===== config.mk =====
export PLATFORM = sky130hd
export DESIGN_NAME = kmsm_front
export DESIGN_NICKNAME = d
export VERILOG_FILES = /design/src/design/kmsm_pkg.sv /design/src/design/kmsm_front.sv
export SDC_FILE = /design/constraint.sdc
export NUM_CORES = 1
export LEC_CHECK = 0
export BUFFER_PORTS_ARGS = -buffer_cell sky130_fd_sc_hd__buf_2
export CAP_MARGIN = 20
export CELL_PAD_IN_SITES_DETAIL_PLACEMENT = 1
export CELL_PAD_IN_SITES_GLOBAL_PLACEMENT = 1
export CORE_AREA = 2 2 71 106
export DETAILED_ROUTE_END_ITERATION = 10
export DIE_AREA = 0 0 73 108
export GPL_ROUTABILITY_DRIVEN = 0
export PLACE_DENSITY = 0.75
export SYNTH_ARGS = -nofsm -noshare
export SYNTH_HDL_FRONTEND = slang
export SYNTH_SLANG_ARGS = --single-unit

===== constraint.sdc =====
create_clock -name vclk -period 0.8
set_input_delay 0.04 -clock vclk [all_inputs]
set_output_delay 0.04 -clock vclk [all_outputs]
set_load 0.1 [all_outputs]

===== src/design/kmsm_pkg.sv =====
// Package for the keyed multi-stack manager.
// Holds field widths, default sizes, opcode and status codes, the sequencer
// states and the command record that travels from the front end to the back end.
package kmsm_pkg;

  localparam int NUM_STACKS_DEF = 10;
  localparam int MAX_DEPTH_DEF  = 256;
  localparam int DATA_WIDTH_DEF = 32;

  localparam int KEY_W  = 32;
  localparam int CAP_W  = 9;
  localparam int HDL_W  = 4;
  localparam int VAL_W  = 32;
  localparam int STAT_W = 3;
  localparam int OP_W   = 2;
  localparam int HEXT_W = 8;

  localparam int KEY_LO = 0;
  localparam int CAP_LO = KEY_LO + KEY_W;
  localparam int HDL_LO = CAP_LO + CAP_W;
  localparam int VAL_LO = HDL_LO + HDL_W;
  localparam int IN_TDATA_W = ((VAL_LO + VAL_W + 7) / 8) * 8;

  localparam int STAT_LO  = 0;
  localparam int HOUT_LO  = STAT_LO + STAT_W;
  localparam int PVAL_LO  = HOUT_LO + HDL_W;
  localparam int FOUND_LO = PVAL_LO + VAL_W;
  localparam int OUT_TDATA_W = ((FOUND_LO + 1 + 7) / 8) * 8;

  localparam int QUEUE_DEPTH = 2;

  localparam logic [KEY_W-1:0] KEY_FREED = 32'h7FFF_FFFF;

  typedef enum logic [OP_W-1:0] {
    OP_GET,
    OP_PUSH,
    OP_POP,
    OP_REMOVE
  } op_t;

  typedef enum logic [STAT_W-1:0] {
    STAT_OK,
    STAT_NOSPACE,
    STAT_FULL,
    STAT_EMPTY,
    STAT_STALE
  } status_t;

  typedef enum logic [1:0] {
    S_IDLE,
    S_LOOK,
    S_EXEC
  } state_t;

  typedef struct packed {
    op_t               op;
    logic [KEY_W-1:0]  key;
    logic [CAP_W-1:0]  cap;
    logic [HEXT_W-1:0] hdl;
    logic              h_ok;
    logic [VAL_W-1:0]  value;
  } cmd_t;

endpackage


===== src/design/kmsm_front.sv =====
// Front end of the keyed multi-stack manager.
// Unpacks an input beat, clamps the capacity and range-checks the handle,
// and hands the resulting command to the queue. Depends on kmsm_pkg.
module kmsm_front import kmsm_pkg::*; #(
  parameter int NUM_STACKS = NUM_STACKS_DEF,
  parameter int MAX_DEPTH  = MAX_DEPTH_DEF
) (
  input  logic                  in_tvalid,
  output logic                  in_tready,
  input  logic [IN_TDATA_W-1:0] in_tdata,
  input  logic [OP_W-1:0]       in_tuser,
  output logic                  q_wr_valid,
  input  logic                  q_wr_ready,
  output cmd_t                  q_wr_data
);

  localparam logic [31:0] MAX_DEPTH_U = 32'(MAX_DEPTH);
  localparam logic [HEXT_W-1:0] NUM_STACKS_U = HEXT_W'(NUM_STACKS);

  logic [CAP_W-1:0]  cap_raw;
  logic [CAP_W-1:0]  cap_clamped;
  logic [HEXT_W-1:0] hdl_ext;

  assign cap_raw = in_tdata[CAP_LO +: CAP_W];
  assign hdl_ext = HEXT_W'(in_tdata[HDL_LO +: HDL_W]);

  always_comb begin
    if (cap_raw == '0) begin
      cap_clamped = CAP_W'(1);
    end else if (32'(cap_raw) > MAX_DEPTH_U) begin
      cap_clamped = CAP_W'(MAX_DEPTH_U);
    end else begin
      cap_clamped = cap_raw;
    end
  end

  always_comb begin
    q_wr_data.op    = op_t'(in_tuser);
    q_wr_data.key   = in_tdata[KEY_LO +: KEY_W];
    q_wr_data.cap   = cap_clamped;
    q_wr_data.hdl   = hdl_ext;
    q_wr_data.h_ok  = (hdl_ext < NUM_STACKS_U);
    q_wr_data.value = in_tdata[VAL_LO +: VAL_W];
  end

  assign q_wr_valid = in_tvalid;
  assign in_tready  = q_wr_ready;

endmodule


After elaboration in Yosys (flattened, before gate mapping)
Index checks and enable logic that the tools add are counted.
Word-level totals
  flip-flop bits (word level): 0
  bits of input ports: 84
  output and inout bits: 86
Cells by class
  $lt $le $gt $ge: 2
  muxes and demuxes: 2
  reduce and logical (&&, ||, !) cells: 1
Operator list (number)
  $mux 9: 2
  $gt 9x9->1 const B: 1
  $logic_not 9->1: 1
  $lt 4x4->1 const B: 1

Depth between registers and ports, before layout
Gate-level depths: netlist of run 1.
  word-level depth: 3
  depth in mapped cells: 2
  gate-level depth less buffers: 2

Worst setup path after synthesis of run 1
OpenSTA, ideal clock, no wires.
  kind: input-to-output
  from: in in_tdata[43]
  to: out q_wr_data[32] in the netlist's numbering
  data arrival time: 2.153 ns
  data required time: 0.760 ns
  setup slack: -1.393 ns
  cell stages on the path: 1
  path through: o21ai_0
Between the ends
  cells in the longest elaborated chain, start to end: 1
RTL lines
  from (decl): RTL line kmsm_front.sv:10  | input logic [IN_TDATA_W-1:0] in_tdata,
  $lt 4x4->1: RTL line kmsm_front.sv:42  | q_wr_data.h_ok = (hdl_ext < NUM_STACKS_U);
  to (decl): RTL line kmsm_front.sv:14  | output cmd_t q_wr_data
Every way passes these cells.

==> flow_metrics.tcl, run 1 <==
set metrics [dict create \
    final_cell_mix "buf_12 (13), buf_2 (9), and2b_2 (7)" \
    ys_top_cells_by_area "buf_4 (84%), and2b_2 (9.1%), or4_1 (2.2%), dlygate4sd3_1 (1.5%), o22ai_1 (0.93%)" \
    ant_nets 0 \
    synth_cell_types 8 \
    rows 37 \
    ys_warn_count 0 \
    setup_viol 1 \
    drc 0 \
    final-seq-area_um2 0 \
    vias 335 \
    rsz0062_at_grt "true" \
    placed_cells 123 \
    worstSetupStartpoint "in_tdata[36]" \
    dp_slack_ps -288.6 \
    final_common_cell "buf_12" \
    wl_per_cell_um 14.98 \
    ioPinCount 170 \
    hold_path.class "input port to primary output" \
    crit_required_ps 760 \
    fin_crit_ps 1066 \
    avgSynthCellArea_um2 7.507 \
    nets 133 \
    drt-initial-drc-count 4 \
    vias_per_cell 2.680 \
    worstSetupStartpointType "input port" \
    antenna_cells 0 \
    cp_slowest_cell "or4_4" \
    violations "setup timing" \
    grt_max_degree 10 \
    power.total_uw 625.3 \
    outcome "finished, violations left" \
    final_cells 125 \
    cp_cell_sequence "buf_6, or4_4, o22ai_4, buf_12" \
    finalHoldViolCount 0 \
    p_leak_uw 0.0002650 \
    synth_cells 90 \
    antenna_found_initial 0 \
    drv_slew 0 \
    critPathMaxStageDelay_ps 540 \
    clock_buffers 0 \
    hold_buffers 0 \
    fmax_mhz 938.4 \
    finalSetupTns_ps -265.7 \
    drive_gt1_share_pct 89.36 \
    grt_overflow_total 0 \
    p_per_area_nw_per_um2 1014 \
    nFillCells 790 \
    crit_fanout 2 \
    dp_hpwl_um 1611 \
    grt.total_usage_pct 4.012 \
    ys_seq_area_share_pct 0 \
    die_h_um 108 \
    areaGrowthSynthToFinish_pct -8.704 \
    wirelength_um 1873 \
    synth_area_leader_cell "buf_4" \
    grt_pass1_wl_um 2159 \
    io_buffer_count 25 \
    die-area_um2 7884 \
    critPathArrivalTime_ps 1030 \
    first_pass_iters 2 \
    syn_area_um2 675.6 \
    cp-end-kind "primary output" \
    final_core_util_pct 8.943 \
    coreArea_um2 6898 \
    setup_ws_ps -265.7 \
    grt_pass1_vias 351 \
    fin_crit_sh_pct 133.2 \
    synth_top_area_share_pct 84.44 \
    cap_violations 0 \
    hp-start "in_tdata[67]" \
    die_w_um 73 \
    seq_cells 0 \
    ir_drop_mv 0.1778 \
    worstSetupPathType "input port to primary output" \
    initial_utilization_pct 9.795 \
]
==> worst paths after layout <==
path / to / cells after the start
max: q_wr_data[41] / 4
min: q_wr_data[22] / 0
==> logic make-up after synthesis <==
family / after synthesis / share of synthesized area [%]
buf+inv: 78 / 86.48
simple gates: 9 / 11.30
compound gates: 2 / 1.667
other cells: 1 / 0.5550
==> power by group <==
group	total, uW	internal [uW]	switching, uW
combinational	625	209	416
clock	0	0	0
sequential	0	0	0
==> cell type report <==
class	instances	area (um^2)	share of cell area, %
inverter	1	3.754	0.6085
multi-input combinational	15	127.6	20.69
tap	78	97.59	15.82
timing repair buffer	31	387.9	62.88
==> critical path: cells and delay by family <==
kind,cells,cell delay (ps)
AND/OR/NAND/NOR,1,540
buffers and inverters,2,280
AO/OA/AOI/OAI,1,160
==> through the flow <==
| stage | hold WS (ps) | cell area, um^2 |
|---|---|---|
| 6_report | 80.03 | 616.8 |
| 5_1_grt | 80.14 | 616.8 |
| 4_1_cts | 80.68 | 603.1 |
| 3_5_place_dp | 80.68 | 579.3 |
| 3_3_place_gp | 80.68 | 579.3 |
| 2_1_floorplan | 280.0 | 713.2 |
==> routing by layer <==
metal | vias up | routed length (um) | global-route usage (%)
li1 | 108 | - | -
met1 | 112 | 142 | 0.5051
met3 | 52 | 378 | 0.6524
met5 | - | 0 | 0
met2 | 63 | 877 | 7.593
met4 | 0 | 474 | 10.45
==> Yosys cell counts <==
master,instances
dlygate4sd3_1,1
inv_1,1
conb_1,1
or4_1,2
o21ai_0,1
o22ai_1,1
and2b_2,7
buf_4,76
==> repair_timing <==
item | CTS | global route
pin swaps | 2 | 2
gates resized for setup | 3 | 1
buffers inserted | 1 | 1
setup endpoints to repair | 2 | 1
(Power assumes the default switching activity.)
==> run 2, diff against run 1 <==
ABC_AREA = 1   (was default)
CORE_AREA = 2 2 71 107   (was 2 2 71 106)
DIE_AREA = 0 0 73 109   (was 0 0 73 108)
PLACE_DENSITY = 0.76   (was 0.75)
==> run 2 against run 1 <==
Net effect:
- the flow still finishes with violations (setup timing)
- core utilization rose by 1.8 points
- final cell count rose by 14%
- setup slack improved by 68 ps
==> flow_metrics.tcl, run 2 <==
set metrics [dict create \
    outcome "finished, violations left" \
    violations "setup timing" \
    postLayoutCellArea_um2 764.5 \
    first_pass_iters 4 \
    grt_overflow_total 0 \
    worstSetupPathType "input port to primary output" \
    drt-initial-drc-count 3 \
    clock_buffers 0 \
    synth_top_area_share_pct 82.76 \
    rows 38 \
    areaGrowthSynthToFinish_pct 10.89 \
    io_buffer_count 25 \
    setup_ws_ps -197.5 \
    finalHoldViolCount 0 \
    antenna_cells 0 \
    ir_drop_mv 0.2899 \
    hold_buffers 0 \
    wirelength_um 2091 \
    hp-start "in_tdata[63]" \
    power.total_uw 699.6 \
    die_w_um 73 \
    avgSynthCellArea_um2 6.504 \
    vias 399 \
    worstSetupStartpointType "input port" \
    cap_violations 0 \
    place_area_um2 645.6 \
    cp-end-kind "primary output" \
    synth_cells 106 \
    synth_cell_types 9 \
    synth_area_leader_cell "buf_4" \
    fin_crit_sh_pct 124.7 \
    drc 0 \
    crit_fanout 6 \
    ant_nets 0 \
    final_cell_mix "buf_12 (13), nor2_4 (11), inv_1 (8)" \
    grt_pass1_wl_um 2704 \
    drive_gt1_share_pct 79.03 \
    whs_endpoint "q_wr_data[18]" \
    wl_per_cell_um 14.73 \
    setup_viol 7 \
    crit_required_ps 760 \
    die-area_um2 7957 \
    hold_path.class "input port to primary output" \
    dp_hpwl_um 1717 \
    fin_crit_ps 997.5 \
    final_common_cell "buf_12" \
    finalSetupTns_ps -1170 \
    die_h_um 109 \
    yosysMostFrequentCell "buf_4" \
    coreArea_um2 7084 \
    antenna_found_initial 0 \
    fmax_mhz 1003 \
    seq_cells 0 \
    ys_top_cells_by_area "buf_4 (83%), nor2_1 (6.5%), inv_1 (4.4%), nand2_1 (2.7%), o21ai_2 (1.3%)" \
    grt_max_degree 7 \
    final_cells 142 \
    grt.total_usage_pct 4.648 \
    placed_cells 139 \
    final-seq-area_um2 0 \
    synth.top_cells.by_count "buf_4 (76), nor2_1 (12), inv_1 (8)" \
    initial_utilization_pct 9.732 \
    ys_warn_count 0 \
    nets 148 \
    vias_per_cell 2.810 \
    p_per_area_nw_per_um2 915.2 \
    min_path_cells 0 \
    critPathArrivalTime_ps 960 \
    grt_pass1_vias 480 \
    p_leak_uw 0.0003319 \
    ys_seq_area_share_pct 0 \
    ioPinCount 170 \
    syn_area_um2 689.4 \
    rsz0062_at_grt "true" \
    drv_slew 0 \
]
==> run 2: logic make-up (layout without fill, tap and decap cells) <==
| kind of cell | count (synthesis) | in the layout | synth area share [%] |
|---|---|---|---|
| other | 1 | 4 | 0.5439 |
| and+or+nand+nor | 17 | 17 | 9.256 |
| AOI/OAI and AO/OA | 2 | 2 | 1.996 |
| buffers and inverters | 86 | 39 | 88.20 |
==> run 2: final cells by class <==
class	instances	area, um^2
Fill cell	808	6320
Inverter	9	38.79
Multi-Input combinational cell	23	214.0
Tap cell	80	100.1
Timing Repair Buffer	30	411.6
==> run 2: how the worst max path moves through the flow <==
stage / start / endpoint / slack [ps] / cells after the start
floorplan: in_tdata[33] / q_wr_data[42] / -220 / 5
global placement: in_tdata[39] / q_wr_data[42] / -230 / 7
detailed placement: in_tdata[39] / q_wr_data[42] / -250 / 7
CTS: in_tdata[38] / q_wr_data[44] / -200 / 7
global route: in_tdata[37] / q_wr_data[44] / -250 / 7
finish: in_tdata[37] / q_wr_data[44] / -200 / 7
==> run 2: report_power, final <==
part | total [uW] | switching [uW] | internal, uW
sequential | 0 | 0 | 0
combinational | 700 | 468 | 231
clock | 0 | 0 | 0
total | 700 | 468 | 231
==> run 2: layer usage <==
| layer | up-vias | share of wire [%] | track usage [%] | routed length, um |
|---|---|---|---|---|
| li1 | 142 | - | - | - |
| met1 | 142 | 16 | 2.833 | 336 |
| met2 | 51 | 35 | 5.920 | 729 |
| met3 | 64 | 20 | 0.7394 | 417 |
| met4 | 0 | 29 | 12.83 | 607 |
| met5 | - | 0 | 0 | 0 |
==> run 2: timing repair <==
item                       4_1_cts  5_1_grt
setup endpoints to repair        7        7
pin swaps                        7        6
cloned                           0        0
resized for setup               11       13
buffers inserted                 2        1
==> run 2: critical path, cell delays in order <==
cell and delay, ps:
buf_8 100, nor2_4 120, nand2_4 80, o21ai_4 190
inv_6 100, nor2_4 140, buf_12 180
==> run 2: stage by stage <==
step	util, %	hold WS, ps	setup slack, ps
4_1_cts	10.07	80.68	-204.7
3_5_place_dp	9.113	80.68	-254.3
5_1_grt	10.79	80.14	-247.6
3_3_place_gp	9.113	80.68	-226.9
6_report	10.79	80.03	-197.5
2_1_floorplan	-	181.9	-221.1
