--- src/design/kmsm_pkg.sv ---
// Package for the keyed multi-stack manager.
// Holds field widths, default sizes, opcode and status codes, the sequencer
// states and the command record that travels from the front end to the back end.
package kmsm_pkg;

  localparam int NUM_STACKS_DEF = 10;
  localparam int MAX_DEPTH_DEF  = 256;
  localparam int DATA_WIDTH_DEF = 32;

  localparam int KEY_W  = 32;
  localparam int CAP_W  = 9;
  localparam int HDL_W  = 4;
  localparam int VAL_W  = 32;
  localparam int STAT_W = 3;
  localparam int OP_W   = 2;
  localparam int HEXT_W = 8;

  localparam int KEY_LO = 0;
  localparam int CAP_LO = KEY_LO + KEY_W;
  localparam int HDL_LO = CAP_LO + CAP_W;
  localparam int VAL_LO = HDL_LO + HDL_W;
  localparam int IN_TDATA_W = ((VAL_LO + VAL_W + 7) / 8) * 8;

  localparam int STAT_LO  = 0;
  localparam int HOUT_LO  = STAT_LO + STAT_W;
  localparam int PVAL_LO  = HOUT_LO + HDL_W;
  localparam int FOUND_LO = PVAL_LO + VAL_W;
  localparam int OUT_TDATA_W = ((FOUND_LO + 1 + 7) / 8) * 8;

  localparam int QUEUE_DEPTH = 2;

  localparam logic [KEY_W-1:0] KEY_FREED = 32'h7FFF_FFFF;

  typedef enum logic [OP_W-1:0] {
    OP_GET,
    OP_PUSH,
    OP_POP,
    OP_REMOVE
  } op_t;

  typedef enum logic [STAT_W-1:0] {
    STAT_OK,
    STAT_NOSPACE,
    STAT_FULL,
    STAT_EMPTY,
    STAT_STALE
  } status_t;

  typedef enum logic [1:0] {
    S_IDLE,
    S_LOOK,
    S_EXEC
  } state_t;

  typedef struct packed {
    op_t               op;
    logic [KEY_W-1:0]  key;
    logic [CAP_W-1:0]  cap;
    logic [HEXT_W-1:0] hdl;
    logic              h_ok;
    logic [VAL_W-1:0]  value;
  } cmd_t;

endpackage

--- src/design/kmsm_fifo.sv ---
// Command queue of the keyed multi-stack manager.
// A short first-in first-out buffer of decoded commands between the front end
// and the back end. Depends on kmsm_pkg.
module kmsm_fifo import kmsm_pkg::*; #(
  parameter int DEPTH = QUEUE_DEPTH
) (
  input  logic clk,
  input  logic rst_n,
  input  logic wr_valid,
  output logic wr_ready,
  input  cmd_t wr_data,
  output logic rd_valid,
  input  logic rd_ready,
  output cmd_t rd_data
);

  localparam int PW = (DEPTH > 1) ? $clog2(DEPTH) : 1;
  localparam int NW = $clog2(DEPTH + 1);

  cmd_t          buf_r [DEPTH];
  logic [PW-1:0] wr_ptr_r;
  logic [PW-1:0] wr_ptr_nxt;
  logic [PW-1:0] rd_ptr_r;
  logic [PW-1:0] rd_ptr_nxt;
  logic [NW-1:0] count_r;
  logic [NW-1:0] count_nxt;
  logic          do_wr;
  logic          do_rd;

  assign wr_ready = (count_r != NW'(DEPTH));
  assign rd_valid = (count_r != '0);
  assign rd_data  = buf_r[rd_ptr_r];
  assign do_wr    = wr_valid && wr_ready;
  assign do_rd    = rd_valid && rd_ready;

  always_comb begin
    wr_ptr_nxt = wr_ptr_r;
    rd_ptr_nxt = rd_ptr_r;
    count_nxt  = count_r;
    if (do_wr) begin
      wr_ptr_nxt = (wr_ptr_r == PW'(DEPTH - 1)) ? '0 : wr_ptr_r + PW'(1);
    end
    if (do_rd) begin
      rd_ptr_nxt = (rd_ptr_r == PW'(DEPTH - 1)) ? '0 : rd_ptr_r + PW'(1);
    end
    if (do_wr && !do_rd) begin
      count_nxt = count_r + NW'(1);
    end else if (do_rd && !do_wr) begin
      count_nxt = count_r - NW'(1);
    end
  end

  always_ff @(posedge clk) begin
    if (!rst_n) begin
      wr_ptr_r <= '0;
      rd_ptr_r <= '0;
      count_r  <= '0;
    end else begin
      wr_ptr_r <= wr_ptr_nxt;
      rd_ptr_r <= rd_ptr_nxt;
      count_r  <= count_nxt;
    end
  end

  always_ff @(posedge clk) begin
    if (do_wr) begin
      buf_r[wr_ptr_r] <= wr_data;
    end
  end

endmodule

--- config.mk ---
export PLATFORM = sky130hd
export DESIGN_NAME = kmsm_fifo
export DESIGN_NICKNAME = d
export VERILOG_FILES = /design/src/design/kmsm_pkg.sv /design/src/design/kmsm_fifo.sv
export SDC_FILE = /design/constraint.sdc
export NUM_CORES = 1
export LEC_CHECK = 0
export BUFFER_PORTS_ARGS = -buffer_cell sky130_fd_sc_hd__buf_2
export CAP_MARGIN = 30
export CORE_MARGIN = 10
export CORE_UTILIZATION = 47
export CTS_BUF_LIST = sky130_fd_sc_hd__clkbuf_16
export DETAILED_ROUTE_END_ITERATION = 10
export GPL_TIMING_DRIVEN = 0
export HOLD_SLACK_MARGIN = 0.02
export PLACE_DENSITY = 0.74
export SLEW_MARGIN = 10
export SYNTH_ARGS = -nofsm -noshare
export SYNTH_HDL_FRONTEND = slang
export SYNTH_SLANG_ARGS = --single-unit
--- constraint.sdc ---
create_clock -name clk -period 2.85 [get_ports clk]
set_input_delay 0.4275 -clock clk [delete_from_list [all_inputs] [get_ports clk]]
set_output_delay 0.4275 -clock clk [all_outputs]
set_load 0.05 [all_outputs]
## Word level (Yosys, flattened, before mapping)

Memories as Yosys holds them, arrays and structs flattened. A register that Yosys moved wholly into a read port is not among the register bits.
Index checks and enable logic that the tools add are counted.

- $add $sub $neg: 4
- Eq/ne operators: 1
- Mux-type cells: 8
- Reduce and logical (&&, ||, !) cells: 8

Operators with widths:

| cell | count |
|---|---|
| $mux W1 | 6 |
| $logic_and A1 B1 Y1 | 4 |
| $mux W2 | 2 |
| $reduce_bool A2 Y1 | 2 |
| $add A1 B1 Y1 const B | 2 |
| $add A2 B1 Y2 const B | 1 |
| $logic_not A1 Y1 | 2 |
| $ne A2 B2 Y1 const B | 1 |
| $sub A2 B1 Y2 const B | 1 |

- Register bits: 4
- RAM bits: 168
- Input port bits: 88
- Output and inout port bits: 86
- Word-level logic and storage cells: 25
- Memories: 1

Memories:

| memory | words | bits a word | read ports | clocked after memory_dff | wr ports | line | source |
|---|---|---|---|---|---|---|---|
| buf_r | 2 | 84 | 1 | 1 | 1 | kmsm_fifo.sv:20 | `cmd_t buf_r [DEPTH];` |

## Depth between registers and ports, before layout

- Depth after elaboration: 6
- Mapped depth: 6
- Depth with buffers taken out: 6

## Worst setup path after synthesis

OpenSTA, ideal clock, no wires.

- Path kind: flip-flop to flip-flop
- From: register count_r[0]
- To: memory buf_r[1][0] (netlist name), enable pin
- Data arrival time: 2,687 ps
- Data required time: 2,398 ps
- Slack: -289 ps
- Cell stages (with the launch flop): 3
- Buffers on the path: 0
- Path through: dfxtp_1 nand2b_4 and3_1

- Longest elaborated chain between the ends: 4

RTL lines:

| item | line | source |
|---|---|---|
| start: declaration | kmsm_fifo.sv:25 | `logic [NW-1:0] count_r;` |
| start signal: assignment | kmsm_fifo.sv:61 | `count_r <= count_nxt;` |
| $ne A2 B2 Y1 | kmsm_fifo.sv:30 | `assign wr_ready = (count_r != NW'(DEPTH));` |
| via wr_ready | kmsm_fifo.sv:10 | `output logic wr_ready,` |
| $logic_and A1 B1 Y1 | kmsm_fifo.sv:33 | `assign do_wr = wr_valid && wr_ready;` |
| $mux W1 | kmsm_fifo.sv:66 | `if (do_wr) begin` |
| $mux W1 (implied by the code) | kmsm_fifo.sv:67 | `buf_r[wr_ptr_r] <= wr_data;` |
| end: declaration | kmsm_fifo.sv:20 |  |

The timed path passes the listed nets, and every way through them passes these cells.

==> impl_table.tex <==
\begin{tabular}{lr}
\hline
Metric & Value \\
\hline
\multicolumn{2}{l}{\textbf{Placement}} \\
Routability congestion estimate & 0.712 \\
Standard cell area after detailed placement & 0.00747 mm2 \\
DPL Wire Length & 8.69 mm \\
Port Buffer Count & 173 \\
\multicolumn{2}{l}{\textbf{STA}} \\
Number of max-slew violations in the final report & 0 \\
Worst hold margin & 0.201 ns \\
Min Tclk post-route & 2.20 ns \\
Fraction of the cycle the final worst path needs & 77.3\% \\
Number of failing setup endpoints in the final timing report & 0 \\
Transition time at the pin with the least slew margin & 0.468 ns \\
Max\_slew headroom & 68.8\% \\
Final setup skew & 0.00712 ns \\
Top achievable clock speed & 0.454 GHz \\
RSZ-0062 raised after global routing & no \\
Hold Fails Final Rpt & 0 \\
\multicolumn{2}{l}{\textbf{Route}} \\
DRC violation count after routing & 0 \\
Violation count after the first detailed-route iteration & 174 \\
Number of iterations in the first detailed-routing pass & 4 \\
Via-to-Cell Ratio & 4.86 \\
Number of nets still failing antenna checks after routing & 0 \\
DR vias & 3254 \\
Wire length reported by the detailed router & 12.3 mm \\
Average detailed-routed wire length per instance & 18.4 um \\
\multicolumn{2}{l}{\textbf{Critical path}} \\
R2R depth & 4 \\
Arrival @ worst endpoint & 1.78 ns \\
Crit path launch type & register \\
Biggest fanout along the worst timing path & 10 \\
Worst reg-to-reg setup slack & 1.01 ns \\
Required arrival time at the worst endpoint & 2.42 ns \\
Critical R2R Launch & count\_r[0]\$\_SDFFE\_PN0P\_ \\
Setup crit end kind & output port \\
Capture instance of the worst register-to-register path & buf\_r[0][37]\$\_DFFE\_PP\_ \\
Class of the most critical setup path & reg2out \\
\multicolumn{2}{l}{\textbf{Final layout}} \\
Post-Layout Inst Area & 0.00804 mm2 \\
Post-layout util & 60.9\% \\
Final nets & 568 \\
Layout overhead on the synthesized area & 27.2\% \\
Share of cells above drive strength 1 & 60.8\% \\
Fillcell total & 1012 \\
\multicolumn{2}{l}{\textbf{Synthesis}} \\
Yosys top cell by area & sky130\_fd\_sc\_hd\_\_edfxtp\_1 \\
Total number of yosys warnings & 0 \\
Share of the yosys chip area belonging to registers & 81.4\% \\
Most used DFF post-synth & sky130\_fd\_sc\_hd\_\_edfxtp\_1 \\
Number of enable flip-flop cells after synthesis & 168 \\
Most instantiated library cell after synthesis & sky130\_fd\_sc\_hd\_\_edfxtp\_1 \\
FFs w/ async S/R, synth & 0\% \\
Distinct cell type count after synthesis & 21 \\
Cell area after synthesis & 0.00632 mm2 \\
Net count after synthesis & 374 \\
Post-Syn Instances & 285 \\
Flop and latch count out of synthesis & 173 \\
Mean cell area of the mapped netlist & 22.2 um2 \\
Biggest area contributors in the synthesized netlist & sky130\_fd\_sc\_hd\_\_edfxtp\_1 (80\%), sky130\_fd\_sc\_hd\_\_mux2\_2 (15\%), sky130\_fd\_sc\_hd\_\_dfxtp\_1 (1.6\%) \\
Area share of the largest cell type after synthesis & 79.8\% \\
Top cells by instance count after synthesis & sky130\_fd\_sc\_hd\_\_edfxtp\_1 (168), sky130\_fd\_sc\_hd\_\_mux2\_2 (84), sky130\_fd\_sc\_hd\_\_buf\_6 (6) \\
\multicolumn{2}{l}{\textbf{Clocking}} \\
Quantity of gates resized following cts & 0 \\
Clock edge transition at the registers on the reported setup and hold paths & 0.06 ns \\
Number of hold buffers added after CTS & 0 \\
Maximum count of clock buffers along a single path & 2 \\
Worst-Skew Late Latency & 0.41 ns \\
Count of clock tree sinks & 173 \\
Post-CTS setup repair buffer count & 0 \\
Clk Tree Root Cell & sky130\_fd\_sc\_hd\_\_clkbuf\_16 \\
CTS tree & done \\
Clock H-tree levels & 4 \\
Cts bufs inserted & 17 \\
\multicolumn{2}{l}{\textbf{Global route}} \\
GRT Resource Usage Total & 13.3\% \\
Global route total overflow & 0 \\
Wire length of the first global-routing pass & 18.6 mm \\
Initial antenna violation count & 1 \\
Number of global-route vias before repair & 3574 \\
Largest net degree at the start of global routing & 59 \\
\multicolumn{2}{l}{\textbf{Outcome}} \\
Outcome & finished clean \\
\multicolumn{2}{l}{\textbf{Worst hold path}} \\
Cell depth of the worst min-delay path & 1 \\
Worst Min Path Start & wr\_data[66] \\
Worst min path class & in2reg \\
Worst Hold Path EP & buf\_r[1][66]\$\_DFFE\_PP\_ \\
\multicolumn{2}{l}{\textbf{Floorplan}} \\
Boundary pin count & 174 \\
Area of the die & 0.0185 mm2 \\
Y dimension of the die & 136 um \\
Area of the core & 0.0132 mm2 \\
Number of cell rows & 42 \\
Starting Density & 47.9\% \\
Width of the die & 136 um \\
\multicolumn{2}{l}{\textbf{Pwr}} \\
Power density normalized to cell area & 1040 mW/mm2 \\
Leakage component of the power & 3.04 nW \\
Worst vdd ir & 658 uV \\
\multicolumn{2}{l}{\textbf{Run}} \\
Count of maximum capacitance violations & 0 \\
\hline
\end{tabular}
power breakdown:
| group | leakage, nW | internal, W | switching (W) |
|---|---|---|---|
| clock | 0.304 | 0.00135 | 0.000846 |
| sequential | 1.61 | 0.00318 | 0.0000813 |
| combinational | 1.12 | 0.000848 | 0.00209 |
metrics by stage:
stage | instances | total power, W | setup TNS (ns) | setup WS (ns)
after global placement | 634 | 0.00625 | -65.85 | -0.787
final | 669 | 0.00839 | 0 | 0.647
after global routing | 668 | 0.00874 | 0 | 0.533
after CTS | 668 | 0.00850 | 0 | 0.581
after floorplan | 285 | 0.00560 | 0 | 0.0145
after detailed placement | 636 | 0.00630 | 0 | 1.02
kinds of logic after synthesis:
logic type	share of synthesized area, %
compound gates	0.554
simple gates	1.03
flops	81.4
buf+inv	1.41
fa+ha+maj	0.198
xor+xnor	0.416
mux	15.0
how the worst max path moves through the flow:
stage                            startpoint                     end  slack [ns]
CTS                                register             rd_data[26]        0.58
global placement    count_r[0]$_SDFFE_PN0P_  buf_r[0][60]$_DFFE_PP_       -0.79
detailed placement  count_r[0]$_SDFFE_PN0P_  buf_r[0][12]$_DFFE_PP_        1.02
floorplan           count_r[0]$_SDFFE_PN0P_   buf_r[0][0]$_DFFE_PP_        0.01
global route                       register             rd_data[29]        0.53
finish                             register             rd_data[26]        0.65
worst max-delay path, stage by stage, from the launching register on:
cell	delay (ns)
sky130_fd_sc_hd__dfxtp_1	0.35
sky130_fd_sc_hd__buf_4	0.25
sky130_fd_sc_hd__buf_6	0.20
sky130_fd_sc_hd__mux2_2	0.36
sky130_fd_sc_hd__buf_2	0.21
cell type report:
class	instances	area [um2]	share of cell area (%)
tap	176	220	2.74
clock buffer	17	425	5.29
antenna	1	2.50	0.0311
inverter	1	6.26	0.0778
timing repair buffer	175	921	11.5
multi-input combinational	102	1090	13.6
sequential	173	5140	64.0
buffer	9	85.1	1.06
clock inverter	15	143	1.77
cells in the final DEF, fill, tap and decap left out:
cell type / synthesis / final
sky130_fd_sc_hd__nand3b_1: 1 / 1
sky130_fd_sc_hd__buf_6: 6 / 6
sky130_fd_sc_hd__o21ai_1: 1 / 1
sky130_fd_sc_hd__or2_2: 1 / 1
sky130_fd_sc_hd__inv_1: 1 / 5
sky130_fd_sc_hd__inv_4: 0 / 1
sky130_fd_sc_hd__dfxtp_1: 5 / 5
sky130_fd_sc_hd__diode_2: 0 / 1
sky130_fd_sc_hd__mux2_2: 84 / 84
sky130_fd_sc_hd__o21ai_0: 1 / 1
sky130_fd_sc_hd__buf_4: 1 / 1
sky130_fd_sc_hd__or3_1: 1 / 1
sky130_fd_sc_hd__clkbuf_16: 0 / 17
sky130_fd_sc_hd__a21bo_2: 1 / 1
sky130_fd_sc_hd__a21boi_0: 1 / 1
sky130_fd_sc_hd__and3_4: 0 / 1
sky130_fd_sc_hd__clkinv_1: 0 / 1
sky130_fd_sc_hd__xor2_1: 1 / 1
sky130_fd_sc_hd__nand2b_4: 1 / 1
sky130_fd_sc_hd__clkinv_2: 0 / 6
sky130_fd_sc_hd__buf_2: 2 / 175
sky130_fd_sc_hd__and2_1: 4 / 4
sky130_fd_sc_hd__bufinv_16: 0 / 3
sky130_fd_sc_hd__edfxtp_1: 168 / 168
sky130_fd_sc_hd__buf_16: 0 / 2
sky130_fd_sc_hd__ha_1: 1 / 1
sky130_fd_sc_hd__a21boi_1: 1 / 1
sky130_fd_sc_hd__xnor2_1: 2 / 2
registers in the layout (all words and copies together), names as in the netlist, named ones only:
name / flops
buf_r: 168
count_r: 2
rd_ptr_r: 1
wr_ptr_r: 1
routing by layer:
metal | part of all wire, % | vias up | routed length [um] | GRT usage, %
met3 | 9.1 | 11 | 1120 | 6.86
met2 | 51 | 115 | 6270 | 22.2
met5 | 0 | - | 0 | 0
met1 | 39 | 1611 | 4770 | 14.1
met4 | 1.1 | 0 | 139 | 5.09
li1 | - | 1517 | - | -
No activity file was read; power rests on OpenSTA's default activity.
